`src/sv/sac_tag_ram.sv`:
```
// tag memory of the set-associative cache: one write port, one registered read port
// no dependencies; instantiated by set_assoc_cache_hit_miss
module sac_tag_ram #(
  parameter int unsigned DEPTH = 256,
  parameter int unsigned AW    = 8,
  parameter int unsigned DW    = 19
) (
  input  logic          clk,
  input  logic          wr_en,
  input  logic [AW-1:0] wr_addr,
  input  logic [DW-1:0] wr_data,
  input  logic          rd_en,
  input  logic [AW-1:0] rd_addr,
  output logic [DW-1:0] rd_data
);

  logic [DW-1:0] mem [DEPTH];

  // write port
  always_ff @(posedge clk) begin
    if (wr_en) begin
      mem[wr_addr] <= wr_data;
    end
  end

  // registered read port, holds while not enabled
  always_ff @(posedge clk) begin
    if (rd_en) begin
      rd_data <= mem[rd_addr];
    end
  end

endmodule

```
`config.mk`:
```
export PLATFORM = sky130hd
export DESIGN_NAME = sac_tag_ram
export DESIGN_NICKNAME = d
export VERILOG_FILES = /design/src/sv/sac_tag_ram.sv
export SDC_FILE = /design/constraint.sdc
export NUM_CORES = 2
export LEC_CHECK = 0
export BUFFER_PORTS_ARGS = -buffer_cell sky130_fd_sc_hd__buf_4
export CORE_MARGIN = 8
export CORE_UTILIZATION = 30
export DETAILED_ROUTE_END_ITERATION = 7
export PLACE_DENSITY = 0.43
export SYNTH_ARGS = -nofsm -noshare
export SYNTH_HDL_FRONTEND = slang
export SYNTH_MEMORY_MAX_BITS = 65536
export SYNTH_SLANG_ARGS = --single-unit
```
`constraint.sdc`:
```
create_clock -name clk -period 3.1 [get_ports clk]
set_input_delay 0.155 -clock clk [delete_from_list [all_inputs] [get_ports clk]]
set_output_delay 0.155 -clock clk [all_outputs]
set_load 0.01 [all_outputs]
```
==> impl_metrics.toml <==
[critical_path]
critical_path_class = "reg -> reg"
endpoint_kind = "flop"
crit_path_start_kind = "flop"
crit_fanout = 1
cp.required_ps = 3840
critPathArrivalTime_ps = 3870

[sta]
skew_ps = 38.5
rsz0062_at_grt = "false"
fin_ws_ps = -24.8
drv_slew = 0
fin_crit_sh_pct = 101
relSlewSlack_pct = 16.3
final_hold_viol_count = 0
fmax_mhz = 320
finalWorstPathRequiredPeriod_ps = 3120
setup_viol = 1
tightest_slew_ps = 1250

[global_routing]
overflow = 0
grt_util_all_layers_pct = 17.9
grt_pass1_vias = 99300
antenna_found_initial = 50
grt_max_degree = 124
grt_first_pass_wirelength_um = 829000

[detailed_routing]
viasPerCell = 5.11
ant_nets = 0
num_vias = 96500
drtIter0Drc = 10300
finalWirelength_um = 603000
wl_per_cell_um = 31.9
dr.pass1.iters = 7
drc = 0

[synth]
synth_warnings = 0
synth_cells = 8709
synth-edff-count = 4883
synth_ff_type = "edfxtp_1"
ys_ff_latch = 4883
ys_seq_area_share_pct = 77.7
avgSynthCellArea_um2 = 21.7
syn-num-nets = 8747
synth.distinct_cells = 59
synth-async-reset-ratio_pct = 0
syn_area_um2 = 189000

[floorplan]
fp.dieW_um = 809
core_area_um2 = 627000
start_util_pct = 30.1
ios = 57
die_y_um = 809
rows = 291
die_area_um2 = 654000

[clocking]
clk_latency_ps = 1070
clk_pin_slew_ps = 60
cts.path.max_buffers = 4
cts_buffers = 548
clock-root-buffer = "clkbuf_16"
cts.sinks = 4883
h-tree-depth = 6
cts_tree = "done"

[final_layout]
layout-drive-gt1-share_pct = 31.0
final_cells = 18900
mostFrequentLayoutCells = "edfxtp_1, buf_4, mux4_2, mux2i_1, clkbuf_16"
final_common_cell = "edfxtp_1"
layout.nets = 10100
final_core_util_pct = 36.1
syn_to_final_growth_pct = 19.9

[run_status]
status = "finished, violations left"
violations = "negative setup slack"

[place]
place.gp.congestion = 0.800
dp_hpwl_um = 375000
io_buffers = 56
dp_cells = 17800

[power]
peakVddDrop_v = 0.000584
p_leak_uw = 0.0724
pwr_density_cell_nw_per_um2 = 632

[hold_path]
hold_path.class = "in -> reg"

[flow_run]
cap_violations = 0
[sequential cells by signal, indices dropped and copies added (netlist names)]
| name | flops |
|---|---|
| mem | 4864 |
| rd_data | 19 |
[cell type report]
type / count / area (um2)
fillers: 57700 / 401000
flip-flops and latches: 4883 / 147000
repair buffers: 1344 / 12700
well taps: 8350 / 10400
diodes: 19 / 47.5
inverters: 3 / 26.3
clock buffers: 692 / 14500
multi-input cells: 3295 / 39400
clock inverters: 290 / 2380
[power by group]
group	switching (uW)	internal, uW	total [uW]
Sequential	114	72800	72900
Combinational	5100	3070	8170
Clock	26500	35400	61900
Total	31700	111000	143000
[synthesized netlist by cell type (48+ instances only)]
master	count	area, um2
buf_2	99	495
o22ai_1	229	1430
nor3_1	152	761
clkbuf_1	223	837
nand2_1	66	248
mux4_2	899	20200
a22oi_1	48	360
buf_6	69	777
edfxtp_1	4883	147000
o21ai_0	50	250
buf_4	68	510
nor2_1	328	1230
a21oi_1	182	911
mux2i_1	709	7100
o221ai_1	257	2250
[final timing paths]
path / slack [ps] / startpoint / endpoint / depth (start not counted)
setup / recovery: -20 / mem[7][11] / rd_data[11] / 7
hold / removal: 120 / wr_data[4] / mem[202][4] / 2
setup reg to reg: -20 / mem[7][11] / rd_data[11] / 7
hold reg to reg: 1100 / mem[22][8] / rd_data[8] / 4
[logic make-up (layout without fill, tap and decap cells)]
logic type | count (synthesis) | after routing | synth area share [%]
DFF | 4883 | 4883 | 77.7
muxes | 1678 | 1678 | 15.3
AOI/OAI and AO/OA | 914 | 914 | 3.43
and+or+nand+nor | 703 | 703 | 1.72
buffers and inverters | 531 | 2329 | 1.85
other | 0 | 19 | 0
[timing repair]
| item | CTS | global route |
|---|---|---|
| setup buffers | 0 | 0 |
| hold buffers | 33 | 0 |
| endpoints found under the setup margin | 6 | 3 |
| gates resized for setup | 7 | 4 |
| hold endpoints to repair | 4280 | 0 |
[routing by layer]
layer  up-vias  track usage, %  part of all wire, %
met5         -               0                0.015
met4        14            4.37                  2.6
met3       736            2.46                  5.5
met2      3021            29.2                   48
met1     52700            25.2                   44
li1      40000               -                    -
[worst max-delay path, cell delays in order, from the launching register on]
cell and delay, ps:
edfxtp_1 350, mux4_2 480, mux2i_1 340, o22ai_1 190, nor3_1 360, buf_4 240
a22o_1 610, nor4_1 210
[metrics by stage]
step | power, uW | area, um2 | hold WS [ps] | setup slack, ps | TNS, ps
global placement | 82500 | 209000 | 437 | -2600 | -11900
global route | 147000 | 226000 | 48.8 | 2.18 | 0
CTS | 145000 | 226000 | 20.2 | 44.2 | 0
detailed placement | 82600 | 209000 | 437 | -1150 | -10380
finish | 143000 | 226000 | 115 | -24.8 | -24.8
floorplan | 77900 | 189000 | 254 | 569 | 0
Note: power is estimated with default switching activity, not from simulation.
